==> src/pwl_pkg.sv <==
// ----------------------------------------------------------------------------
// pwl_pkg
// Shared widths, step counts and breakpoint reset values for the
// piecewise linear temperature scaler.
// ----------------------------------------------------------------------------
`default_nettype none

package pwl_pkg;

  localparam int TABLE_POINTS_DEF = 9;
  localparam int RESET_POINTS     = 9;

  localparam int CODE_W  = 16;
  localparam int TEMP_W  = 19;
  localparam int IDX_IN_W = 4;

  // |y2 - y1| fits 19 bits, (x - x1) and (x2 - x1) fit 16 bits unsigned
  localparam int MAG_W   = 19;
  localparam int DX_W    = 16;
  localparam int PROD_W  = MAG_W + DX_W;
  localparam int MUL_STEPS = DX_W;
  localparam int DIV_STEPS = PROD_W;
  localparam int STEP_W  = $clog2(DIV_STEPS + 1);

  localparam logic MODE_CONVERT = 1'b0;
  localparam logic MODE_WRITE   = 1'b1;

  localparam logic signed [CODE_W-1:0] RST_CODE [RESET_POINTS] = '{
    16'sd32000, 16'sd6416, 16'sd2592, 16'sd128, 16'sd0,
    -16'sd128, -16'sd2592, -16'sd6416, -16'sd14080
  };

  localparam logic signed [TEMP_W-1:0] RST_TEMP [RESET_POINTS] = '{
    19'sd125000, 19'sd25063, 19'sd10125, 19'sd500, 19'sd0,
    -19'sd500, -19'sd10125, -19'sd25063, -19'sd55000
  };

  // entries past the reset list repeat the last pair
  function automatic logic signed [CODE_W-1:0] reset_code(input int k);
    int idx;
    idx = (k < RESET_POINTS) ? k : RESET_POINTS - 1;
    return RST_CODE[idx];
  endfunction

  function automatic logic signed [TEMP_W-1:0] reset_temp(input int k);
    int idx;
    idx = (k < RESET_POINTS) ? k : RESET_POINTS - 1;
    return RST_TEMP[idx];
  endfunction

endpackage

`default_nettype wire

==> src/piecewise_linear_temp_scaler_core.sv <==
// Timing: a mode-1 beat passes from acceptance through the finish state to the output
// register; an interpolating conversion walks the table (k leading entries at or above
// the code, k below TABLE_POINTS), then runs the bit-serial multiply, the restoring
// divide and the finish state. Saturated codes skip both.
// One item at a time: stall_o holds off the next beat until the current one leaves the
// finish state. Reset loads the nine breakpoints and empties the pipe.
// ----------------------------------------------------------------------------
// piecewise_linear_temp_scaler_core
// Raw sensor code to milli-degrees C by interpolation over a breakpoint
// table, with a serial table walk, shift-add multiply and restoring divide.
// ----------------------------------------------------------------------------
`default_nettype none

module piecewise_linear_temp_scaler_core #(
  parameter int TABLE_POINTS = pwl_pkg::TABLE_POINTS_DEF
) (
  input  wire logic                                clk_i,
  input  wire logic                                rst_ni,
  input  wire logic                                valid_i,
  output      logic                                stall_o,
  input  wire logic                                mode_i,
  input  wire logic signed [pwl_pkg::CODE_W-1:0]   raw_code_i,
  input  wire logic        [pwl_pkg::IDX_IN_W-1:0] entry_index_i,
  input  wire logic signed [pwl_pkg::CODE_W-1:0]   entry_code_i,
  input  wire logic signed [pwl_pkg::TEMP_W-1:0]   entry_temp_i,
  output      logic                                valid_o,
  input  wire logic                                stall_i,
  output      logic signed [pwl_pkg::TEMP_W-1:0]   temp_milli_o,
  output      logic                                clamped_o
);

  localparam int IDX_W = (TABLE_POINTS > 1) ? $clog2(TABLE_POINTS) : 1;
  localparam int CNT_W = $clog2(TABLE_POINTS + 1);

  localparam logic [2:0] ST_IDLE = 3'd0;
  localparam logic [2:0] ST_WALK = 3'd1;
  localparam logic [2:0] ST_MUL  = 3'd2;
  localparam logic [2:0] ST_DIV  = 3'd3;
  localparam logic [2:0] ST_FIN  = 3'd4;

  logic [2:0] state_q;

  logic signed [pwl_pkg::CODE_W-1:0] tbl_code_q [TABLE_POINTS];
  logic signed [pwl_pkg::TEMP_W-1:0] tbl_temp_q [TABLE_POINTS];

  logic [CNT_W-1:0]                  cnt_q;
  logic signed [pwl_pkg::CODE_W-1:0] x_q;
  logic signed [pwl_pkg::CODE_W-1:0] prev_code_q;
  logic signed [pwl_pkg::TEMP_W-1:0] prev_temp_q;
  logic signed [pwl_pkg::TEMP_W-1:0] base_q;
  logic                              neg_q;
  logic [pwl_pkg::MAG_W-1:0]         mcand_q;
  logic [pwl_pkg::DX_W-1:0]          mplier_q;
  logic [pwl_pkg::DX_W-1:0]          div_q;
  logic [pwl_pkg::PROD_W-1:0]        acc_q;
  logic [pwl_pkg::DX_W-1:0]          rem_q;
  logic [pwl_pkg::STEP_W-1:0]        step_q;
  logic signed [pwl_pkg::TEMP_W-1:0] res_q;
  logic                              clamp_q;

  logic                              out_vld_q;
  logic signed [pwl_pkg::TEMP_W-1:0] out_temp_q;
  logic                              out_clamp_q;

  logic                              in_acc;
  logic                              walk_end;
  logic [IDX_W-1:0]                  rd_idx;
  logic signed [pwl_pkg::CODE_W-1:0] rd_code;
  logic signed [pwl_pkg::TEMP_W-1:0] rd_temp;
  logic signed [pwl_pkg::TEMP_W:0]   dy;
  logic [pwl_pkg::TEMP_W:0]          dy_abs;
  logic signed [pwl_pkg::CODE_W:0]   dx;
  logic signed [pwl_pkg::CODE_W:0]   dspan;
  logic [pwl_pkg::PROD_W-1:0]        acc_add;
  logic [pwl_pkg::DX_W:0]            trial;
  logic                              qbit;
  logic [pwl_pkg::PROD_W-1:0]        quo_nxt;
  logic signed [pwl_pkg::TEMP_W:0]   quo_s;
  logic signed [pwl_pkg::TEMP_W:0]   res_sum;
  logic                              out_free;

  assign in_acc   = valid_i && !stall_o;
  assign stall_o  = (state_q != ST_IDLE);
  assign out_free = !out_vld_q || !stall_i;
  assign walk_end = (cnt_q == CNT_W'(TABLE_POINTS));
  assign rd_idx   = cnt_q[IDX_W-1:0];
  assign rd_code  = tbl_code_q[rd_idx];
  assign rd_temp  = tbl_temp_q[rd_idx];

  // segment between the current entry (x1, y1) and the previous one (x2, y2)
  assign dy     = {prev_temp_q[pwl_pkg::TEMP_W-1], prev_temp_q}
                - {rd_temp[pwl_pkg::TEMP_W-1], rd_temp};
  assign dy_abs = dy[pwl_pkg::TEMP_W] ? (pwl_pkg::TEMP_W+1)'(-dy) : dy;
  assign dx     = {x_q[pwl_pkg::CODE_W-1], x_q} - {rd_code[pwl_pkg::CODE_W-1], rd_code};
  assign dspan  = {prev_code_q[pwl_pkg::CODE_W-1], prev_code_q}
                - {rd_code[pwl_pkg::CODE_W-1], rd_code};

  // MSB-first shift-add, one multiplier bit per cycle
  assign acc_add = {acc_q[pwl_pkg::PROD_W-2:0], 1'b0}
                 + (mplier_q[pwl_pkg::DX_W-1] ? pwl_pkg::PROD_W'(mcand_q) : '0);

  // restoring divide, one quotient bit per cycle, quotient shifts into acc
  assign trial   = {rem_q, acc_q[pwl_pkg::PROD_W-1]};
  assign qbit    = (trial >= {1'b0, div_q});
  assign quo_nxt = {acc_q[pwl_pkg::PROD_W-2:0], qbit};
  assign quo_s   = neg_q ? -$signed({1'b0, quo_nxt[pwl_pkg::MAG_W-1:0]})
                         :  $signed({1'b0, quo_nxt[pwl_pkg::MAG_W-1:0]});
  assign res_sum = quo_s + {base_q[pwl_pkg::TEMP_W-1], base_q};

  always_ff @(posedge clk_i or negedge rst_ni) begin
    if (!rst_ni) begin
      for (int k = 0; k < TABLE_POINTS; k++) begin
        tbl_code_q[k] <= pwl_pkg::reset_code(k);
        tbl_temp_q[k] <= pwl_pkg::reset_temp(k);
      end
    end else if (in_acc && mode_i == pwl_pkg::MODE_WRITE) begin
      for (int k = 0; k < TABLE_POINTS; k++) begin
        if (32'(entry_index_i) == k) begin
          tbl_code_q[k] <= entry_code_i;
          tbl_temp_q[k] <= entry_temp_i;
        end
      end
    end
  end

  always_ff @(posedge clk_i or negedge rst_ni) begin
    if (!rst_ni) begin
      state_q <= ST_IDLE;
      cnt_q   <= '0;
      step_q  <= '0;
    end else begin
      case (state_q)
        ST_IDLE: begin
          if (in_acc) begin
            state_q <= (mode_i == pwl_pkg::MODE_WRITE) ? ST_FIN : ST_WALK;
            cnt_q   <= '0;
          end
        end
        ST_WALK: begin
          if (walk_end) begin
            state_q <= ST_FIN;
          end else if (rd_code >= x_q) begin
            cnt_q <= cnt_q + CNT_W'(1);
          end else if (cnt_q == '0) begin
            state_q <= ST_FIN;
          end else begin
            state_q <= ST_MUL;
            step_q  <= '0;
          end
        end
        ST_MUL: begin
          if (step_q == pwl_pkg::STEP_W'(pwl_pkg::MUL_STEPS - 1)) begin
            state_q <= ST_DIV;
            step_q  <= '0;
          end else begin
            step_q <= step_q + pwl_pkg::STEP_W'(1);
          end
        end
        ST_DIV: begin
          if (step_q == pwl_pkg::STEP_W'(pwl_pkg::DIV_STEPS - 1)) begin
            state_q <= ST_FIN;
          end else begin
            step_q <= step_q + pwl_pkg::STEP_W'(1);
          end
        end
        ST_FIN: begin
          if (out_free) state_q <= ST_IDLE;
        end
        default: state_q <= ST_IDLE;
      endcase
    end
  end

  // datapath, no reset needed
  always_ff @(posedge clk_i) begin
    case (state_q)
      ST_IDLE: begin
        x_q     <= raw_code_i;
        res_q   <= '0;
        clamp_q <= 1'b0;
      end
      ST_WALK: begin
        if (walk_end) begin
          res_q   <= prev_temp_q;
          clamp_q <= 1'b1;
        end else if (rd_code >= x_q) begin
          prev_code_q <= rd_code;
          prev_temp_q <= rd_temp;
        end else if (cnt_q == '0) begin
          res_q   <= rd_temp;
          clamp_q <= 1'b1;
        end else begin
          base_q   <= rd_temp;
          neg_q    <= dy[pwl_pkg::TEMP_W];
          mcand_q  <= dy_abs[pwl_pkg::MAG_W-1:0];
          mplier_q <= dx[pwl_pkg::DX_W-1:0];
          div_q    <= dspan[pwl_pkg::DX_W-1:0];
          acc_q    <= '0;
        end
      end
      ST_MUL: begin
        acc_q    <= acc_add;
        mplier_q <= {mplier_q[pwl_pkg::DX_W-2:0], 1'b0};
        rem_q    <= '0;
      end
      ST_DIV: begin
        acc_q <= quo_nxt;
        rem_q <= qbit ? pwl_pkg::DX_W'(trial - {1'b0, div_q}) : trial[pwl_pkg::DX_W-1:0];
        if (step_q == pwl_pkg::STEP_W'(pwl_pkg::DIV_STEPS - 1)) begin
          res_q   <= res_sum[pwl_pkg::TEMP_W-1:0];
          clamp_q <= 1'b0;
        end
      end
      default: ;
    endcase
  end

  always_ff @(posedge clk_i or negedge rst_ni) begin
    if (!rst_ni) begin
      out_vld_q <= 1'b0;
    end else if (state_q == ST_FIN && out_free) begin
      out_vld_q <= 1'b1;
    end else if (!stall_i) begin
      out_vld_q <= 1'b0;
    end
  end

  always_ff @(posedge clk_i) begin
    if (state_q == ST_FIN && out_free) begin
      out_temp_q  <= res_q;
      out_clamp_q <= clamp_q;
    end
  end

  assign valid_o      = out_vld_q;
  assign temp_milli_o = out_temp_q;
  assign clamped_o    = out_clamp_q;

  a_div_nonzero: assert property (@(posedge clk_i) disable iff (!rst_ni)
    (state_q == ST_DIV) |-> (div_q != '0))
    else $error("divisor is zero during divide");

  a_rem_bound: assert property (@(posedge clk_i) disable iff (!rst_ni)
    (state_q == ST_DIV) |-> (rem_q < div_q))
    else $error("partial remainder not below divisor");

  a_walk_bound: assert property (@(posedge clk_i) disable iff (!rst_ni)
    (state_q == ST_WALK) |-> (cnt_q <= CNT_W'(TABLE_POINTS)))
    else $error("table walk ran past the last entry");

  a_out_from_fin: assert property (@(posedge clk_i) disable iff (!rst_ni)
    $rose(valid_o) |-> ($past(state_q) == ST_FIN))
    else $error("result beat raised outside finish state");

endmodule

`default_nettype wire

==> config.mk <==
export PLATFORM = sky130hd
export DESIGN_NAME = piecewise_linear_temp_scaler_core
export DESIGN_NICKNAME = d
export VERILOG_FILES = /design/src/pwl_pkg.sv /design/src/piecewise_linear_temp_scaler_core.sv
export SDC_FILE = /design/constraint.sdc
export NUM_CORES = 1
export LEC_CHECK = 0
export BUFFER_PORTS_ARGS = -buffer_cell sky130_fd_sc_hd__buf_2
export CAP_MARGIN = 20
export CORE_ASPECT_RATIO = 1.1
export CORE_MARGIN = 5
export CORE_UTILIZATION = 30
export DETAILED_ROUTE_END_ITERATION = 10
export PLACE_DENSITY_LB_ADDON = 0.1
export SYNTH_ARGS = -nofsm -noshare
export SYNTH_HDL_FRONTEND = slang
export SYNTH_SLANG_ARGS = --single-unit
export TNS_END_PERCENT = 20
==> constraint.sdc <==
create_clock -name clk_i -period 17.25 [get_ports clk_i]
set_input_delay 2.5875 -clock clk_i [delete_from_list [all_inputs] [get_ports clk_i]]
set_output_delay 2.5875 -clock clk_i [all_outputs]
set_load 0.01 [all_outputs]
==> impl_metrics.json <==
{
  "ir_drop_mv": 0.0651,
  "busiest_layer": "met2",
  "path_class": "flop to flop",
  "power_density_nw_per_um2": 157,
  "final_util_pct": 34.6,
  "hold_violations": 0,
  "routabilityCongestion": 0.799,
  "final_area_um2": 32600,
  "layout_common_cells": "mux2_2 (316), edfxtp_1 (213), dfrtp_1 (208)",
  "max-slew-margin-rel_pct": 29.1,
  "clock_sinks": 542,
  "whs_ns": 0.412,
  "combPwrFrac_pct": 36.8,
  "layout.nets": 2558,
  "fillers": 9403,
  "cts_buffer_depth": 3,
  "synth-main-ff-cell": "edfxtp_1",
  "ys_types": 90,
  "routed_wl_um": 77400,
  "leakage_nw": 13.3,
  "first_pass_iters": 5,
  "fmax_ghz": 0.146,
  "yosys_warnings": 0,
  "slew_violations": 0,
  "cts_tree": "built",
  "core_area_um2": 94500,
  "die_w_um": 305,
  "clk_latency_ns": 0.60,
  "synth_top_area_share_pct": 22.3,
  "final_common_cell": "mux2_2",
  "regArea_um2": 14800,
  "root_buffer": "clkbuf_16",
  "rsz0062_at_grt": "false",
  "synth_edf_count": 213,
  "worstPathMaxFanout": 40,
  "drt-vias-per-instance": 4.94,
  "use_met1_pct": 20.3,
  "switching_power_mw": 1.86,
  "drv_cap": 0,
  "syn_nets": 2470,
  "tns_ns": 0,
  "pin_count": 82,
  "start_util_pct": 30.3,
  "placed_area_um2": 30600,
  "syn_area_um2": 28600,
  "wl_per_cell_um": 20.9,
  "cp.required_ns": 17.46,
  "detail-route-antenna-nets": 0,
  "dp_cells": 3571,
  "final_cells": 3698,
  "die_y_um": 334,
  "cts_resized": 0,
  "end_kind": "flop",
  "antenna_found_initial": 12,
  "met2_usage_pct": 25.1,
  "grt_util_met3_pct": 2.65,
  "portBuffers": 81,
  "first_global_vias": 19204,
  "clk_pin_slew_ns": 0.06,
  "grt_use_total_pct": 15.0,
  "setup_viol": 0,
  "worstPathArrival_ns": 7.04,
  "fp-row-count": 118,
  "intPower_mw": 3.26,
  "yosysSeqAreaShare_pct": 51.6,
  "fin_crit_sh_pct": 39.6,
  "grt_pass1_wl_um": 120000,
  "critPathLaunchType": "flop",
  "overflow": 0,
  "clock-skew-final_ns": 0.0320,
  "post-cts-setup-buffer-count": 0,
  "area_delta_synth_final_pct": 14.0,
  "die-area_um2": 102000,
  "num_vias": 18275,
  "hold_path.class": "flop to flop",
  "syn_area_per_cell_um2": 12.5,
  "async_flop_share_pct": 60.7,
  "yosys.area.top_type": "edfxtp_1",
  "dp_hpwl_um": 50700,
  "yosys-top-cells-area": "edfxtp_1 (22%), dfrtp_1 (18%), mux2_2 (12%)",
  "cts_inserted_buffers": 66,
  "syn_inst": 2291,
  "drive_above_1_share_pct": 31.0,
  "switching_share_pct": 36.2,
  "yosys_register_bits": 542,
  "fin_crit_ns": 6.83,
  "grt_max_degree": 129,
  "p_seq_share_pct": 37.6,
  "worst_pin_slew_ns": 1.05,
  "first_iter_violations": 902,
  "h-tree-depth": 3,
  "route.detailed.drc": 0,
  "multi_input_area_um2": 13200,
  "pwr-share-clk_pct": 25.6,
  "status": "complete, no violations",
  "postCtsHoldBufs": 0
}
[registers in the layout, indices dropped and copies added (netlist names), 6 cells and up]
signal / flops
mcand_q: 19
res_q: 19
base_q: 19
temp_milli_o: 19
tbl_temp_q: 171
mplier_q: 16
acc_q: 35
prev_code_q: 16
rem_q: 16
step_q: 6
tbl_code_q: 144
prev_temp_q: 19
div_q: 16
x_q: 16
[stage by stage]
| step | total power, mW | setup slack, ns |
|---|---|---|
| floorplan | 3.25 | 10.03 |
| global placement | 3.82 | 10.39 |
| detailed placement | 3.85 | 10.31 |
| CTS | 5.20 | 10.26 |
| global route | 5.47 | 9.93 |
| finish | 5.12 | 10.42 |
[metal layers]
metal | share of wire, % | vias to the layer above
li1 | - | 8614
met2 | 48 | 255
met3 | 3.6 | 100
met4 | 2.3 | 6
met5 | 0.049 | -
met1 | 46 | 9300
[critical path, stage by stage (launching register included)]
cell and delay (ns):
dfrtp_4 0.97, buf_4 0.82, mux4_2 0.60, mux2i_1 0.13, o21ai_0 0.25, ha_1 0.34
fa_1 0.41, nor2b_1 0.13, o21ai_1 0.08, a21boi_0 0.32, o21a_1 0.19, o21a_1 0.17
o21a_1 0.19, a41o_1 0.48, nand3_1 0.20, nor2_4 0.48, buf_4 0.56
[cell families (layout without fill, tap and decap cells)]
group	after synthesis	after routing	synth area share, %
AO/OA/AOI/OAI	371	371	8.63
AND/OR/NAND/NOR	505	505	8.38
other	0	7	0
XOR/XNOR	126	126	3.85
adder cells (fa/ha/maj)	119	119	5.36
multiplexers	429	429	19.4
flip-flops	542	542	51.6
buffers and inverters	199	339	2.73
[worst paths after layout]
check	slack, ns	cells past startpoint	from	to
setup / recovery	10.42	16	cnt_q[0]$_DFFE_PN0P_	div_q[13]$_DFFE_PP_
hold / removal	0.41	0	res_q[3]$_DFFE_PP_	temp_milli_o[3]$_DFFE_PP_
setup reg to reg	10.42	16	cnt_q[0]$_DFFE_PN0P_	div_q[13]$_DFFE_PP_
hold reg to reg	0.41	0	res_q[3]$_DFFE_PP_	temp_milli_o[3]$_DFFE_PP_
max in group asynchronous	13.41	2	rst_ni	cnt_q[1]$_DFFE_PN0P_
min in group asynchronous	2.05	1	rst_ni	tbl_code_q[119]$_DFFE_PN0P_
[power by group through the flow]
stage	clock network (mW)	registers [mW]	logic [mW]
2_1_floorplan	0	1.86	1.40
3_3_place_gp	0	1.95	1.88
3_5_place_dp	0	1.95	1.90
4_1_cts	1.36	1.93	1.91
5_1_grt	1.41	1.96	2.09
6_report	1.31	1.93	1.88
[Yosys cell counts (5+ instances only)]
| library cell | count |
|---|---|
| nand2b_1 | 14 |
| or3_1 | 8 |
| nand3b_1 | 7 |
| nand4_1 | 9 |
| a21oi_1 | 90 |
| mux4_2 | 70 |
| o41ai_1 | 12 |
| nand2_1 | 147 |
| a31oi_1 | 8 |
| o21ai_1 | 15 |
| mux2_2 | 316 |
| a211o_1 | 7 |
| nand3_1 | 25 |
| nor2_1 | 166 |
| o21a_1 | 24 |
| edfxtp_1 | 213 |
| and3_1 | 12 |
| mux2i_1 | 43 |
| ha_1 | 113 |
| buf_2 | 22 |
| o32ai_1 | 14 |
| xor2_1 | 34 |
| nor2b_1 | 23 |
| o31ai_1 | 14 |
| o21ai_0 | 75 |
| buf_1 | 11 |
| a41oi_1 | 5 |
| or2_2 | 8 |
| a211oi_1 | 12 |
| clkbuf_1 | 63 |
| dfstp_2 | 118 |
| dfrtp_1 | 211 |
| a21o_1 | 34 |
| inv_1 | 101 |
| a21boi_0 | 6 |
| o22ai_1 | 5 |
| xnor2_1 | 92 |
| o21bai_1 | 10 |
| and2_1 | 23 |
| fa_1 | 6 |
| nor3_1 | 33 |
[layout make-up]
type                            count  share of cell area (%)
Multi-Input combinational cell   1550                    40.3
Clock inverter                     16                   0.349
Timing Repair Buffer              117                    2.17
Antenna cell                        7                  0.0537
Sequential cell                   542                    45.3
Inverter                          102                    1.17
Tap cell                         1260                    4.83
Clock buffer                      104                    5.80
Note: power is estimated with default switching activity, not from simulation.
